--- src/hdl/dwfs_pkg.sv ---
// ----------------------------------------------------------------------------
// dwfs_pkg
// Shared types, command codes and sequencer phase codes for the display
// window fill sequencer.
// ----------------------------------------------------------------------------
package dwfs_pkg;

   // controller RAM size in native orientation
   localparam int unsigned CTRL_COLUMNS = 240;
   localparam int unsigned CTRL_ROWS    = 320;

   // geometry widths
   localparam int unsigned PW_W   = 8;
   localparam int unsigned PH_W   = 9;
   localparam int unsigned ROT_W  = 2;
   localparam int unsigned COORD_W = 9;
   localparam int unsigned WIN_W  = 16;
   localparam int unsigned CNT_W  = 17;
   localparam int unsigned CSR_W  = 9;
   localparam int unsigned CSR_IDX_W = 2;

   localparam logic [CNT_W-1:0] MAX_PIXELS = '1;

   // register indexes
   localparam logic [CSR_IDX_W-1:0] REG_PANEL_WIDTH  = 2'd0;
   localparam logic [CSR_IDX_W-1:0] REG_PANEL_HEIGHT = 2'd1;
   localparam logic [CSR_IDX_W-1:0] REG_ROTATION     = 2'd2;

   // request selector
   localparam logic [1:0] FUNC_TICK   = 2'd0;
   localparam logic [1:0] FUNC_FILL   = 2'd1;
   localparam logic [1:0] FUNC_ORIENT = 2'd2;

   // request status
   localparam logic [1:0] STAT_NONE     = 2'd0;
   localparam logic [1:0] STAT_ACCEPTED = 2'd1;
   localparam logic [1:0] STAT_OFFSCR   = 2'd2;
   localparam logic [1:0] STAT_BUSY     = 2'd3;

   // controller commands
   localparam logic [7:0] CMD_CASET  = 8'h2A;
   localparam logic [7:0] CMD_RASET  = 8'h2B;
   localparam logic [7:0] CMD_RAMWR  = 8'h2C;
   localparam logic [7:0] CMD_MADCTL = 8'h36;

   // sequencer phases
   localparam logic [3:0] PH_IDLE        = 4'd0;
   localparam logic [3:0] PH_CASET_CMD   = 4'd1;
   localparam logic [3:0] PH_CASET_DATA  = 4'd2;
   localparam logic [3:0] PH_RASET_CMD   = 4'd3;
   localparam logic [3:0] PH_RASET_DATA  = 4'd4;
   localparam logic [3:0] PH_RAMWR_CMD   = 4'd5;
   localparam logic [3:0] PH_PIXELS      = 4'd6;
   localparam logic [3:0] PH_MADCTL_CMD  = 4'd7;
   localparam logic [3:0] PH_MADCTL_DATA = 4'd8;

   typedef struct packed {
      logic [COORD_W-1:0] x_offset;
      logic [COORD_W-1:0] y_offset;
      logic [COORD_W-1:0] screen_width;
      logic [COORD_W-1:0] screen_height;
   } geom_type;

   typedef struct packed {
      logic       byte_valid;
      logic [7:0] out_byte;
      logic       data_not_command;
      logic       select_active;
      logic       end_of_transfer;
      logic [1:0] request_status;
      logic       busy_res;
   } result_type;

   // orientation byte per quarter turn
   function automatic logic [7:0] orient_byte(input logic [ROT_W-1:0] rot);
      logic [7:0] b;
      case (rot)
         2'd0:    b = 8'hC0;
         2'd1:    b = 8'hA0;
         2'd2:    b = 8'h00;
         default: b = 8'h60;
      endcase
      return b;
   endfunction

endpackage

--- src/hdl/dwfs_geom.sv ---
// ----------------------------------------------------------------------------
// dwfs_geom
// Rotated screen size and controller RAM offsets from the panel registers.
// ----------------------------------------------------------------------------
module dwfs_geom #(
   parameter int unsigned CONTROLLER_COLUMNS = dwfs_pkg::CTRL_COLUMNS,
   parameter int unsigned CONTROLLER_ROWS    = dwfs_pkg::CTRL_ROWS
) (
   input  logic [dwfs_pkg::PW_W-1:0]  panel_width,
   input  logic [dwfs_pkg::PH_W-1:0]  panel_height,
   input  logic [dwfs_pkg::ROT_W-1:0] rotation,
   output dwfs_pkg::geom_type         geom
);
   import dwfs_pkg::*;

   logic [PW_W-1:0]    col_diff;
   logic [PH_W-1:0]    row_diff;
   logic [COORD_W-1:0] col_ofs_a;
   logic [COORD_W-1:0] col_ofs_b;
   logic [COORD_W-1:0] row_ofs_a;
   logic [COORD_W-1:0] row_ofs_b;
   logic [PW_W:0]      col_diff_up;

   always_comb begin
      // panel larger than controller saturates the offset at zero
      col_diff = (panel_width < PW_W'(CONTROLLER_COLUMNS)) ?
                 PW_W'(CONTROLLER_COLUMNS) - panel_width : '0;
      row_diff = (PH_W'(panel_height) < PH_W'(CONTROLLER_ROWS)) ?
                 PH_W'(CONTROLLER_ROWS) - panel_height : '0;
      col_diff_up = {1'b0, col_diff} + (PW_W+1)'(1);

      if (panel_width == PW_W'(240) && panel_height == PH_W'(240)) begin
         row_ofs_a = COORD_W'(row_diff);
         row_ofs_b = '0;
         col_ofs_a = COORD_W'(col_diff);
         col_ofs_b = COORD_W'(col_diff);
      end else if (panel_width == PW_W'(135) && panel_height == PH_W'(240)) begin
         // odd leftover: rounded up in one pair of rotations, down in the other
         row_ofs_a = COORD_W'(row_diff >> 1);
         row_ofs_b = COORD_W'(row_diff >> 1);
         col_ofs_a = COORD_W'(col_diff_up >> 1);
         col_ofs_b = COORD_W'(col_diff >> 1);
      end else begin
         row_ofs_a = COORD_W'(row_diff >> 1);
         row_ofs_b = COORD_W'(row_diff >> 1);
         col_ofs_a = COORD_W'(col_diff >> 1);
         col_ofs_b = COORD_W'(col_diff >> 1);
      end

      case (rotation)
         2'd0: begin
            geom.x_offset      = col_ofs_a;
            geom.y_offset      = row_ofs_a;
            geom.screen_width  = COORD_W'(panel_width);
            geom.screen_height = COORD_W'(panel_height);
         end
         2'd1: begin
            geom.x_offset      = row_ofs_a;
            geom.y_offset      = col_ofs_b;
            geom.screen_width  = COORD_W'(panel_height);
            geom.screen_height = COORD_W'(panel_width);
         end
         2'd2: begin
            geom.x_offset      = col_ofs_b;
            geom.y_offset      = row_ofs_b;
            geom.screen_width  = COORD_W'(panel_width);
            geom.screen_height = COORD_W'(panel_height);
         end
         default: begin
            geom.x_offset      = row_ofs_b;
            geom.y_offset      = col_ofs_a;
            geom.screen_width  = COORD_W'(panel_height);
            geom.screen_height = COORD_W'(panel_width);
         end
      endcase
   end

endmodule

--- src/hdl/dwfs_engine.sv ---
// ----------------------------------------------------------------------------
// dwfs_engine
// Transfer state and one request or tick per step: fill setup with clipping
// and offsets, orientation command, and the byte sequencer.
// ----------------------------------------------------------------------------
module dwfs_engine #(
   parameter int unsigned CONTROLLER_COLUMNS = dwfs_pkg::CTRL_COLUMNS,
   parameter int unsigned CONTROLLER_ROWS    = dwfs_pkg::CTRL_ROWS
) (
   input  logic                          clock,
   input  logic                          reset,
   input  logic                          step_en,
   input  logic [1:0]                    func,
   input  logic [dwfs_pkg::COORD_W-1:0]  x_start,
   input  logic [dwfs_pkg::COORD_W-1:0]  y_start,
   input  logic [dwfs_pkg::COORD_W-1:0]  rect_width,
   input  logic [dwfs_pkg::COORD_W-1:0]  rect_height,
   input  logic [15:0]                   fill_color,
   input  logic [dwfs_pkg::PW_W-1:0]     panel_width,
   input  logic [dwfs_pkg::PH_W-1:0]     panel_height,
   input  logic [dwfs_pkg::ROT_W-1:0]    rotation,
   output dwfs_pkg::result_type          result
);
   import dwfs_pkg::*;

   logic [3:0]       phase_ff, phase_in;
   logic [1:0]       byte_index_ff, byte_index_in;
   logic [WIN_W-1:0] col_first_ff, col_first_in;
   logic [WIN_W-1:0] col_last_ff, col_last_in;
   logic [WIN_W-1:0] row_first_ff, row_first_in;
   logic [WIN_W-1:0] row_last_ff, row_last_in;
   logic [15:0]      color_ff, color_in;
   logic [CNT_W-1:0] pixels_left_ff, pixels_left_in;
   logic             low_next_ff, low_next_in;

   geom_type             geom;
   logic [COORD_W:0]     x_end;
   logic [COORD_W:0]     y_end;
   logic [COORD_W-1:0]   w_clip;
   logic [COORD_W-1:0]   h_clip;
   logic [WIN_W-1:0]     col_first_new;
   logic [WIN_W-1:0]     row_first_new;
   logic [2*COORD_W-1:0] pixel_count;
   logic [CNT_W-1:0]     pixels_dec;
   logic [WIN_W-1:0]     win_first;
   logic [WIN_W-1:0]     win_last;
   logic [7:0]           win_byte;

   dwfs_geom #(
      .CONTROLLER_COLUMNS (CONTROLLER_COLUMNS),
      .CONTROLLER_ROWS    (CONTROLLER_ROWS)
   ) u_geom (
      .panel_width  (panel_width),
      .panel_height (panel_height),
      .rotation     (rotation),
      .geom         (geom)
   );

   always_comb begin
      x_end  = {1'b0, x_start} + {1'b0, rect_width};
      y_end  = {1'b0, y_start} + {1'b0, rect_height};
      w_clip = (x_end >= {1'b0, geom.screen_width})  ? geom.screen_width - x_start  : rect_width;
      h_clip = (y_end >= {1'b0, geom.screen_height}) ? geom.screen_height - y_start : rect_height;
      col_first_new = WIN_W'({1'b0, x_start} + {1'b0, geom.x_offset});
      row_first_new = WIN_W'({1'b0, y_start} + {1'b0, geom.y_offset});
      pixel_count   = w_clip * h_clip;
      pixels_dec    = (pixels_left_ff != '0) ? pixels_left_ff - CNT_W'(1) : '0;

      win_first = (phase_ff == PH_RASET_DATA) ? row_first_ff : col_first_ff;
      win_last  = (phase_ff == PH_RASET_DATA) ? row_last_ff  : col_last_ff;
      case (byte_index_ff)
         2'd0:    win_byte = win_first[15:8];
         2'd1:    win_byte = win_first[7:0];
         2'd2:    win_byte = win_last[15:8];
         default: win_byte = win_last[7:0];
      endcase
   end

   always_comb begin
      phase_in       = phase_ff;
      byte_index_in  = byte_index_ff;
      col_first_in   = col_first_ff;
      col_last_in    = col_last_ff;
      row_first_in   = row_first_ff;
      row_last_in    = row_last_ff;
      color_in       = color_ff;
      pixels_left_in = pixels_left_ff;
      low_next_in    = low_next_ff;

      result.byte_valid       = 1'b0;
      result.out_byte         = '0;
      result.data_not_command = 1'b0;
      result.end_of_transfer  = 1'b0;
      result.request_status   = STAT_NONE;

      if (func == FUNC_FILL || func == FUNC_ORIENT) begin
         if (phase_ff != PH_IDLE) begin
            result.request_status = STAT_BUSY;
         end else if (func == FUNC_ORIENT) begin
            color_in = {8'h00, orient_byte(rotation)};
            phase_in = PH_MADCTL_CMD;
            result.request_status = STAT_ACCEPTED;
         end else if (x_start >= geom.screen_width || y_start >= geom.screen_height) begin
            result.request_status = STAT_OFFSCR;
         end else begin
            // zero size wraps the window end below its start
            col_first_in   = col_first_new;
            col_last_in    = col_first_new + WIN_W'(w_clip) - WIN_W'(1);
            row_first_in   = row_first_new;
            row_last_in    = row_first_new + WIN_W'(h_clip) - WIN_W'(1);
            pixels_left_in = (pixel_count > (2*COORD_W)'(MAX_PIXELS)) ?
                             MAX_PIXELS : CNT_W'(pixel_count);
            color_in       = fill_color;
            low_next_in    = 1'b0;
            byte_index_in  = '0;
            phase_in       = PH_CASET_CMD;
            result.request_status = STAT_ACCEPTED;
         end
      end else if (func == FUNC_TICK && phase_ff != PH_IDLE) begin
         result.byte_valid       = 1'b1;
         result.data_not_command = 1'b1;
         unique case (phase_ff)
            PH_CASET_CMD: begin
               result.out_byte         = CMD_CASET;
               result.data_not_command = 1'b0;
               byte_index_in           = '0;
               phase_in                = PH_CASET_DATA;
            end
            PH_CASET_DATA: begin
               result.out_byte = win_byte;
               byte_index_in   = byte_index_ff + 2'd1;
               if (byte_index_ff == 2'd3) begin
                  phase_in = PH_RASET_CMD;
               end
            end
            PH_RASET_CMD: begin
               result.out_byte         = CMD_RASET;
               result.data_not_command = 1'b0;
               byte_index_in           = '0;
               phase_in                = PH_RASET_DATA;
            end
            PH_RASET_DATA: begin
               result.out_byte = win_byte;
               byte_index_in   = byte_index_ff + 2'd1;
               if (byte_index_ff == 2'd3) begin
                  phase_in = PH_RAMWR_CMD;
               end
            end
            PH_RAMWR_CMD: begin
               result.out_byte         = CMD_RAMWR;
               result.data_not_command = 1'b0;
               if (pixels_left_ff == '0) begin
                  result.end_of_transfer = 1'b1;
                  phase_in               = PH_IDLE;
               end else begin
                  phase_in = PH_PIXELS;
               end
            end
            PH_PIXELS: begin
               if (!low_next_ff) begin
                  result.out_byte = color_ff[15:8];
                  low_next_in     = 1'b1;
               end else begin
                  result.out_byte = color_ff[7:0];
                  low_next_in     = 1'b0;
                  pixels_left_in  = pixels_dec;
                  if (pixels_dec == '0) begin
                     result.end_of_transfer = 1'b1;
                     phase_in               = PH_IDLE;
                  end
               end
            end
            PH_MADCTL_CMD: begin
               result.out_byte         = CMD_MADCTL;
               result.data_not_command = 1'b0;
               phase_in                = PH_MADCTL_DATA;
            end
            PH_MADCTL_DATA: begin
               result.out_byte        = color_ff[7:0];
               result.end_of_transfer = 1'b1;
               phase_in               = PH_IDLE;
            end
            default: begin
               result.byte_valid       = 1'b0;
               result.data_not_command = 1'b0;
               phase_in                = PH_IDLE;
            end
         endcase
      end

      result.busy_res      = (phase_in != PH_IDLE);
      result.select_active = result.byte_valid | result.busy_res;
   end

   always_ff @(posedge clock) begin
      if (reset) begin
         phase_ff       <= PH_IDLE;
         byte_index_ff  <= '0;
         col_first_ff   <= '0;
         col_last_ff    <= '0;
         row_first_ff   <= '0;
         row_last_ff    <= '0;
         color_ff       <= '0;
         pixels_left_ff <= '0;
         low_next_ff    <= 1'b0;
      end else if (step_en) begin
         phase_ff       <= phase_in;
         byte_index_ff  <= byte_index_in;
         col_first_ff   <= col_first_in;
         col_last_ff    <= col_last_in;
         row_first_ff   <= row_first_in;
         row_last_ff    <= row_last_in;
         color_ff       <= color_in;
         pixels_left_ff <= pixels_left_in;
         low_next_ff    <= low_next_in;
      end
   end

`ifndef ASSERT_OFF
   // pixel phase is only entered with pixels still owed
   a_pixels_owed: assert property (@(posedge clock) disable iff (reset)
      phase_ff == PH_PIXELS |-> pixels_left_ff != '0)
      else $error("pixel phase with zero pixels left");

   // window byte counter only moves inside the window data phases
   a_index_scope: assert property (@(posedge clock) disable iff (reset)
      byte_index_ff != '0 |-> (phase_ff == PH_CASET_DATA || phase_ff == PH_RASET_DATA))
      else $error("byte index set outside window data");

   // a pending low byte only exists mid-pixel
   a_low_scope: assert property (@(posedge clock) disable iff (reset)
      low_next_ff |-> phase_ff == PH_PIXELS)
      else $error("low byte pending outside pixel phase");

   // last byte of a transfer leaves the sequencer idle
   a_eot_idle: assert property (@(posedge clock) disable iff (reset)
      step_en && result.end_of_transfer |=> phase_ff == PH_IDLE)
      else $error("sequencer busy after last byte");
`endif

endmodule

--- src/hdl/display_window_fill_sequencer.sv ---
// ----------------------------------------------------------------------------
// display_window_fill_sequencer
// Fill and orientation requests in, controller byte stream out, one byte per
// tick with data/command flag and chip-select span.
// ----------------------------------------------------------------------------
//  channel   direction  contents
//  req_*     in         request word: selector in tuser, rectangle and colour
//  rsp_*     out        one result word per request word, last byte on tlast
//  csr_*     in         panel width, panel height, rotation writes
//
//  path: rsp valid follows req accept through the input reg, then the result reg
//  throughput: one word per cycle unless rsp_tready stalls; sequencer updates once per step
//  stalls: rsp_tready low holds the result reg, then the input reg, then req
//  reset: synchronous; sequencer idle, registers back to 240 x 320, rotation 0
// ----------------------------------------------------------------------------
module display_window_fill_sequencer #(
   parameter int unsigned CONTROLLER_COLUMNS = dwfs_pkg::CTRL_COLUMNS,
   parameter int unsigned CONTROLLER_ROWS    = dwfs_pkg::CTRL_ROWS
) (
   input  logic                            clock,
   input  logic                            reset,
   // x_start[8:0] y_start[17:9] rect_width[26:18] rect_height[35:27]
   // fill_color[51:36], zero[55:52]
   input  logic [55:0]                     req_tdata,
   input  logic [1:0]                      req_tuser,   // func[1:0]
   input  logic                            req_tvalid,
   output logic                            req_tready,
   // out_byte[7:0] select_active[8] request_status[10:9] busy_res[11] zero[15:12]
   output logic [15:0]                     rsp_tdata,
   output logic [1:0]                      rsp_tuser,   // byte_valid[0] data_not_command[1]
   output logic                            rsp_tlast,   // end_of_transfer
   output logic                            rsp_tvalid,
   input  logic                            rsp_tready,
   input  logic                            csr_we,
   input  logic [dwfs_pkg::CSR_IDX_W-1:0]  csr_index,
   input  logic [dwfs_pkg::CSR_W-1:0]      csr_wdata
);
   import dwfs_pkg::*;

   logic [PW_W-1:0]  panel_width_ff;
   logic [PH_W-1:0]  panel_height_ff;
   logic [ROT_W-1:0] rotation_ff;

   logic               in_valid_ff, in_valid_in;
   logic [1:0]         func_ff;
   logic [COORD_W-1:0] x_ff, y_ff, w_ff, h_ff;
   logic [15:0]        color_ff;

   logic       out_valid_ff, out_valid_in;
   result_type out_res_ff;
   result_type step_res;
   logic       step_en;
   logic       req_fire;

   assign step_en    = in_valid_ff && (!out_valid_ff || rsp_tready);
   assign req_tready = !in_valid_ff || step_en;
   assign req_fire   = req_tvalid && req_tready;

   always_comb begin
      in_valid_in = in_valid_ff;
      if (req_fire) begin
         in_valid_in = 1'b1;
      end else if (step_en) begin
         in_valid_in = 1'b0;
      end
      out_valid_in = out_valid_ff;
      if (step_en) begin
         out_valid_in = 1'b1;
      end else if (rsp_tready) begin
         out_valid_in = 1'b0;
      end
   end

   always_ff @(posedge clock) begin
      if (reset) begin
         panel_width_ff  <= PW_W'(240);
         panel_height_ff <= PH_W'(320);
         rotation_ff     <= '0;
         in_valid_ff     <= 1'b0;
         out_valid_ff    <= 1'b0;
      end else begin
         in_valid_ff  <= in_valid_in;
         out_valid_ff <= out_valid_in;
         if (csr_we) begin
            unique case (csr_index)
               REG_PANEL_WIDTH:  panel_width_ff  <= csr_wdata[PW_W-1:0];
               REG_PANEL_HEIGHT: panel_height_ff <= csr_wdata[PH_W-1:0];
               REG_ROTATION:     rotation_ff     <= csr_wdata[ROT_W-1:0];
               default: ;
            endcase
         end
      end
   end

   // payload registers
   always_ff @(posedge clock) begin
      if (req_fire) begin
         func_ff  <= req_tuser;
         x_ff     <= req_tdata[8:0];
         y_ff     <= req_tdata[17:9];
         w_ff     <= req_tdata[26:18];
         h_ff     <= req_tdata[35:27];
         color_ff <= req_tdata[51:36];
      end
      if (step_en) begin
         out_res_ff <= step_res;
      end
   end

   dwfs_engine #(
      .CONTROLLER_COLUMNS (CONTROLLER_COLUMNS),
      .CONTROLLER_ROWS    (CONTROLLER_ROWS)
   ) u_engine (
      .clock        (clock),
      .reset        (reset),
      .step_en      (step_en),
      .func         (func_ff),
      .x_start      (x_ff),
      .y_start      (y_ff),
      .rect_width   (w_ff),
      .rect_height  (h_ff),
      .fill_color   (color_ff),
      .panel_width  (panel_width_ff),
      .panel_height (panel_height_ff),
      .rotation     (rotation_ff),
      .result       (step_res)
   );

   assign rsp_tvalid = out_valid_ff;
   assign rsp_tdata  = {4'h0, out_res_ff.busy_res, out_res_ff.request_status,
                        out_res_ff.select_active, out_res_ff.out_byte};
   assign rsp_tuser  = {out_res_ff.data_not_command, out_res_ff.byte_valid};
   assign rsp_tlast  = out_res_ff.end_of_transfer;

endmodule
--- config.mk ---
export PLATFORM = sky130hd
export DESIGN_NAME = display_window_fill_sequencer
export DESIGN_NICKNAME = d
export VERILOG_FILES = /design/src/hdl/dwfs_pkg.sv /design/src/hdl/dwfs_geom.sv /design/src/hdl/dwfs_engine.sv /design/src/hdl/display_window_fill_sequencer.sv
export SDC_FILE = /design/constraint.sdc
export NUM_CORES = 1
export LEC_CHECK = 0
export BUFFER_PORTS_ARGS = -buffer_cell sky130_fd_sc_hd__buf_4
export CAP_MARGIN = 20
export CORE_MARGIN = 4
export CORE_UTILIZATION = 50
export CTS_CLUSTER_SIZE = 8
export DETAILED_ROUTE_END_ITERATION = 10
export PLACE_DENSITY = 0.75
export SLEW_MARGIN = 20
export SYNTH_ARGS = -nofsm -noshare
export SYNTH_HDL_FRONTEND = slang
export SYNTH_HIERARCHICAL = 1
export SYNTH_SLANG_ARGS = --single-unit
--- constraint.sdc ---
create_clock -name clock -period 13.9 [get_ports clock]
set_input_delay 2.085 -clock clock [delete_from_list [all_inputs] [get_ports clock]]
set_output_delay 2.085 -clock clock [all_outputs]
set_load 0.005 [all_outputs]
# Word-level counts from Yosys, hierarchy flattened
# Index checks and enable logic that the tools add are counted.
[op_classes] n_div=0 multipliers=1 reduce_logical=39 bitwise_logic=5 order_cmp=7 shift=0 muxes=66 n_eq_ne=24 addsub=15
[ops] op="$mux 17" n=9
[ops] op="$pmux 36 s3" n=1
[ops] op="$mux 16" n=4
[ops] op="$pmux 8 s7" n=1
[ops] op="$pmux 8 s3" n=2
[ops] op="$mux 9" n=5
[ops] op="$add 9x9->10" n=4
[ops] op="$mux 8" n=5
[ops] op="$mux 4" n=9
[ops] op="$logic_not 17->1" n=2
[ops] op="$add 16x9->16" n=2
[ops] op="$sub 16x1->16 const B" n=2
[ops] op="$pmux 4 s7" n=1
[ops] op="$ge 10x9->1" n=2
[ops] op="$mux 10" n=2
[ops] op="$ge 9x9->1" n=2
[ops] op="$gt 18x17->1 const B" n=1
[ops] op="$mul 9x9->18" n=1
[ops] op="$sub 9x9->9" n=2
[ops] op="$reduce_bool 17->1" n=1
[ops] op="$sub 17x1->17 const B" n=1
[ops] op="$eq 4x3->1 const B" n=4
[ops] op="$eq 8x8->1 const B" n=2
[ops] op="$mux 1" n=16
[ops] op="other kinds (35)" n=76
[totals] in_bits=74 mem_bits_ro=0 memories=0 ram_bits=0 output_inout_bits=21 wordCells=184 latch_bits=0 reg_bits=194

# Longest topological paths before layout
[logic_depth] depth_word=15 ltp_mapped=36 depth_no_buf=34

# Hierarchy
# Netlist, hierarchy kept.
[by_module_without_submodules] module="dwfs_engine" cells_each=1380 area_each_um2=10899.2 instances=1 seq_area_each_um2=1681.6
[by_module_without_submodules] module="display_window_fill_sequencer" cells_each=162 area_each_um2=2997.9 instances=1 seq_area_each_um2=2492.4
[by_module_without_submodules] module="dwfs_geom" cells_each=151 area_each_um2=1046.0 instances=1 seq_area_each_um2=0.0

# Least setup slack after synthesis
# Ideal clock, no wire load.
[synth_timing] kind="register to register" from="register x_ff[0]" to="register u_engine.pixels_left_ff[13]" t_arrival_ns=7.856 setup_slack_ns=5.927 synth_period_minus_slack_ns=7.973 setup_ns=0.117 required_time_ns=13.783 path_buffers=2 path_stages_with_launch=35 cell_sequence="edfxtp_1 > ha_1 > fa_1 > nand2_1 > nand2_1 > a21oi_1 > o21ai_0 > a21oi_1 > o21bai_1 > a21oi_1 > xnor2_1 > ha_1 > inv_1 > o21ai_0 > a311oi_2 > buf_2 > mux2i_1 > nand2b_1 > fa_1 > inv_1 > fa_1 > inv_1 > fa_1 > fa_1 > inv_1 > ha_1 > o21a_1 > a2111oi_2 > o31ai_1 > a211oi_1 > mux2_2 > buf_2 > nor2_1 > nor2_1 > a22o_1"
[synth_via] elab_chain_cells=10 elab_cells_between_ends=15 cone_classes="add/sub (2); mul (1); order compare (3); eq/ne (1); mux (6); reduce/logical (2)"
[synth_rtl] element="start, declared" line="display_window_fill_sequencer.sv:46" text="logic [COORD_W-1:0] x_ff, y_ff, w_ff, h_ff;"
[synth_rtl] element="start signal, assigned" line="display_window_fill_sequencer.sv:99" text="x_ff <= req_tdata[8:0];"
[synth_rtl] element="$add 9x9->10" line="dwfs_engine.sv:60" text="x_end = {1'b0, x_start} + {1'b0, rect_width};"
[synth_rtl] element="$ge 10x9->1" line="dwfs_engine.sv:62" text="w_clip = (x_end >= {1'b0, geom.screen_width}) ? geom.screen_width - x_start : rect_width;"
[synth_rtl] element="$mux 9" line="dwfs_engine.sv:62"
[synth_rtl] element="$mul 9x9->18" line="dwfs_engine.sv:66" text="pixel_count = w_clip * h_clip;"
[synth_rtl] element="$gt 18x17->1" line="dwfs_engine.sv:111" text="pixels_left_in = (pixel_count > (2*COORD_W)'(MAX_PIXELS)) ?"
[synth_rtl] element="$mux 17" line="dwfs_engine.sv:111"
[synth_rtl] element="$mux 17" line="dwfs_engine.sv:103" text="end else if (x_start >= geom.screen_width || y_start >= geom.screen_height) begin"
[synth_rtl] element="$mux 17" line="dwfs_engine.sv:99" text="end else if (func == FUNC_ORIENT) begin"
[synth_rtl] element="$mux 17" line="dwfs_engine.sv:97" text="if (phase_ff != PH_IDLE) begin"
[synth_rtl] element="$mux 17" line="dwfs_engine.sv:96" text="if (func == FUNC_FILL || func == FUNC_ORIENT) begin"
[synth_rtl] element="end signal, assigned" line="dwfs_engine.sv:214" text="pixels_left_ff <= pixels_left_in;"
[synth_rtl] element="end, declared" line="dwfs_engine.sv:33" text="logic [CNT_W-1:0] pixels_left_ff, pixels_left_in;"
# Parallel ways exist; a longest one is shown, timed or not. The select of a mux whose other input is x is not followed.
# A chain may end at the register's enable or synchronous reset.

# Worst setup path in the final report
[layout_timing] from="register y_ff[0]" to="register u_engine.pixels_left_ff[14]"
[layout_via] elab_chain_cells=10 elab_cells_between_ends=15 cone_classes="add/sub (2); mul (1); order compare (3); eq/ne (1); mux (6); reduce/logical (2)"
[layout_rtl] element="start, declared" line="display_window_fill_sequencer.sv:46"
[layout_rtl] element="start signal, assigned" line="display_window_fill_sequencer.sv:100" text="y_ff <= req_tdata[17:9];"
[layout_rtl] element="$add 9x9->10" line="dwfs_engine.sv:61" text="y_end = {1'b0, y_start} + {1'b0, rect_height};"
[layout_rtl] element="$ge 10x9->1" line="dwfs_engine.sv:63" text="h_clip = (y_end >= {1'b0, geom.screen_height}) ? geom.screen_height - y_start : rect_height;"
[layout_rtl] element="$mux 9" line="dwfs_engine.sv:63"
[layout_rtl] element="$mul 9x9->18" line="dwfs_engine.sv:66"
[layout_rtl] element="$gt 18x17->1" line="dwfs_engine.sv:111"
[layout_rtl] element="$mux 17" line="dwfs_engine.sv:111"
[layout_rtl] element="$mux 17" line="dwfs_engine.sv:103"
[layout_rtl] element="$mux 17" line="dwfs_engine.sv:99"
[layout_rtl] element="$mux 17" line="dwfs_engine.sv:97"
[layout_rtl] element="$mux 17" line="dwfs_engine.sv:96"
# Parallel ways exist; a longest one is shown, timed or not. The select of a mux whose other input is x is not followed.

==> reports/qor.yml <==
synth:
  synthCells: 1693
  synth_cell_type_count: 92
  synth_ff_type: "dfxtp_1"
  yosys_warnings: 6
  ys_seq_elements: 174
  synth_edf_count: 69
  syn_area_um2: 14900
  synth_seq_area_share_pct: 27.9
  syn_area_per_cell_um2: 8.83
  async_flop_share_pct: 0
critical_path:
  cpPeakStageDelay_ns: 0.80
  cp.required_ns: 14.24
  endpoint_kind: "register"
  crit_slowest_cell: "mux2i_2"
  crit_path_start_kind: "register"
  cp.arrival_ns: 9.43
  crit_top_cell: "fa_1"
  crit_type: "reg -> reg"
  path_max_fanout: 17
drt:
  wirelength_mm: 36.7
  top_layer: "met4"
  wl_per_cell_um: 17.0
  first_pass_iters: 6
  route.met3.wl_mm: 2.28
  wl_met2_mm: 16.8
  num_vias: 12300
  viasPerCell: 5.72
  drt-met1-wl_mm: 16.5
  drtAntennaViolNets: 0
  drc: 0
  first_iter_violations: 843
global_routing:
  grt_pass1_vias: 12400
  grt_max_degree: 78
  grt_pass1_wl_mm: 61.1
  overflow: 0
  antenna_found_initial: 0
  grt_usage_pct: 22.6
clock_tree:
  cts_resized: 0
  cts_sinks: 174
  clock-root-buffer: "clkbuf_16"
  clkTransAtPathRegs_ns: 0.08
  cts_setup_buffers: 0
  clk_path_buf_depth: 2
  cts_tree: "built"
  postCtsHoldBufs: 0
  clkLatencyLatePin_ns: 0.46
  htreeDepth: 4
  cts_buffers: 17
layout:
  diodes: 0
  final_nets: 2049
  drive_gt1_share_pct: 11.0
  synthToLayoutAreaGrowth_pct: 10.7
  fillers: 2595
  utilization_pct: 56.0
timing:
  setup_viol: 0
  skew_ns: 0.0226
  worst-slew-pin-transition_ns: 0.964
  fmax_mhz: 110
  maxSlewHeadroom_pct: 33.9
  timing.final.crit_share_pct: 65.4
  drv_slew: 0
  fin_crit_ns: 9.10
  rsz0062_at_grt: "no"
  tns_ns: 0
  hold_viol: 0
die:
  chipWidth_um: 181
  start_util_pct: 50.6
  die_h_um: 181
  die-area_um2: 32700
  fp-row-count: 63
  io-pin-count: 95
  core_area_um2: 29600
pwr:
  p_leak_nw: 7.35
  max-vdd-ir-drop_v: 0.000301
  pwr_density_cell_nw_per_um2: 222
  power_mw: 3.67
min_path:
  hold_path_class: "reg -> reg"
status:
  outcome: "completed"
placed_design:
  place_hpwl_mm: 28.0
  portBuffers: 86
  place_congestion: 0.948
flow_run:
  maxCapViolations: 0
## power breakdown
part	switching [mW]	internal [mW]
Combinational	1.51	1.10
Sequential	0.0211	0.551
Clock	0.235	0.257
Total	1.77	1.90
## cell families (layout without fill, tap and decap cells)
| family | count (synthesis) | in the layout | share of synthesized area, % |
|---|---|---|---|
| DFF | 174 | 174 | 27.9 |
| and+or+nand+nor | 504 | 504 | 16.9 |
| muxes | 80 | 80 | 5.62 |
| buffers and inverters | 272 | 342 | 7.23 |
| other | 2 | 6 | 0.0503 |
| AOI/OAI and AO/OA | 365 | 365 | 16.5 |
| adders and majority gates | 221 | 221 | 21.4 |
| xor gates and xnor gates | 75 | 75 | 4.40 |
## cell usage in the layout, fill, tap and decap left out, drive strengths merged, types with 21 or more instances in the layout
master / instances
nor2b: 32
buf: 103
mux2i: 61
nand2b: 50
a21oi: 110
nor3: 33
dfxtp: 105
a211oi: 25
ha: 163
fa: 58
o21ai: 68
a22o: 21
xor2: 28
edfxtp: 69
nand2: 91
nor2: 189
xnor2: 47
a21o: 24
inv: 213
## stage by stage
step | cell area [um^2] | cells | hold WS [ns] | worst slack, ns
floorplan | 15000 | 1697 | 0.429 | 5.93
detailed placement | 15900 | 2125 | 0.447 | 4.87
global placement | 15900 | 2125 | 0.443 | 4.88
global route | 16500 | 2157 | 0.488 | 4.39
finish | 16500 | 2157 | 0.459 | 4.80
CTS | 16500 | 2157 | 0.457 | 4.86
## area by class of cell
class / count / area, um^2 / area share, %
Clock inverter: 15 / 175 / 1.06
Inverter: 207 / 777 / 4.70
Tap cell: 390 / 488 / 2.95
Sequential cell: 174 / 4170 / 25.2
Multi-Input combinational cell: 1251 / 9730 / 58.8
Timing Repair Buffer: 103 / 773 / 4.67
Clock buffer: 17 / 425 / 2.57
## state kept, by name, indices dropped and copies added (netlist names), 2 cells and up
signal	count
x_ff	9
u_engine/col_first_ff	10
u_engine/col_last_ff	12
func_ff	2
color_ff	16
panel_height_ff	9
rsp_tdata	12
panel_width_ff	8
w_ff	9
u_engine/pixels_left_ff	17
u_engine/color_ff	16
u_engine/row_first_ff	10
rotation_ff	2
u_engine/phase_ff	4
u_engine/byte_index_ff	2
y_ff	9
h_ff	9
rsp_tuser	2
u_engine/row_last_ff	12
## critical path: cells and delay by family, from the launching register on
| kind | cells | cell delay, ns |
|---|---|---|
| adders and majority gates | 8 | 3.31 |
| xor gates and xnor gates | 1 | 0.10 |
| AOI/OAI and AO/OA | 13 | 3.04 |
| and+or+nand+nor | 2 | 0.56 |
| DFF | 1 | 0.48 |
| buffers and inverters | 3 | 0.14 |
| muxes | 2 | 1.30 |
## cells in the mapped netlist, types with 5 or more instances
library cell | number | area share (%)
or2_2 | 5 | 0.21
o2bb2ai_1 | 7 | 0.41
fa_1 | 58 | 7.8
edfxtp_1 | 69 | 14
a21o_1 | 24 | 1.2
o21ai_0 | 57 | 1.9
a21oi_1 | 106 | 3.6
clkbuf_1 | 37 | 0.93
mux2i_1 | 57 | 3.8
nand4_1 | 11 | 0.46
nand2b_1 | 50 | 2.1
or2_1 | 8 | 0.33
xor2_1 | 28 | 1.6
and2_1 | 11 | 0.46
nor2_1 | 188 | 4.7
mux2_2 | 17 | 1.3
or3_1 | 10 | 0.42
o21bai_1 | 8 | 0.40
buf_2 | 15 | 0.50
a31oi_1 | 10 | 0.42
inv_1 | 202 | 5.1
nor2b_1 | 32 | 1.3
o31ai_1 | 7 | 0.35
o21ai_1 | 11 | 0.37
nand3_1 | 17 | 0.57
nor4_1 | 12 | 0.50
a22o_1 | 21 | 1.2
a311o_1 | 6 | 0.40
o21a_1 | 13 | 0.65
a222oi_1 | 6 | 0.40
nor3_1 | 32 | 1.1
buf_4 | 7 | 0.35
dfxtp_1 | 105 | 14
a41oi_1 | 5 | 0.29
a211oi_1 | 23 | 1.2
ha_1 | 163 | 14
or4_1 | 5 | 0.25
nand2_1 | 91 | 2.3
xnor2_1 | 47 | 2.8
## metal layers
| layer | up-vias | track usage [%] |
|---|---|---|
| li1 | 6000 | - |
| met1 | 5804 | 30.1 |
| met2 | 455 | 37.2 |
| met3 | 70 | 3.93 |
| met5 | - | 0 |
| met4 | 0 | 8.17 |
## worst paths after layout
kind / startpoint / endpoint / slack, ns / cells after the start
min reg2reg: color_ff[9] / u_engine/color_ff[9] / 0.46 / 1
max: y_ff[0] / u_engine/pixels_left_ff[14] / 4.80 / 29
max reg2reg: y_ff[0] / u_engine/pixels_left_ff[14] / 4.80 / 29
min: color_ff[9] / u_engine/color_ff[9] / 0.46 / 1
No activity file was read; power rests on OpenSTA's default activity.
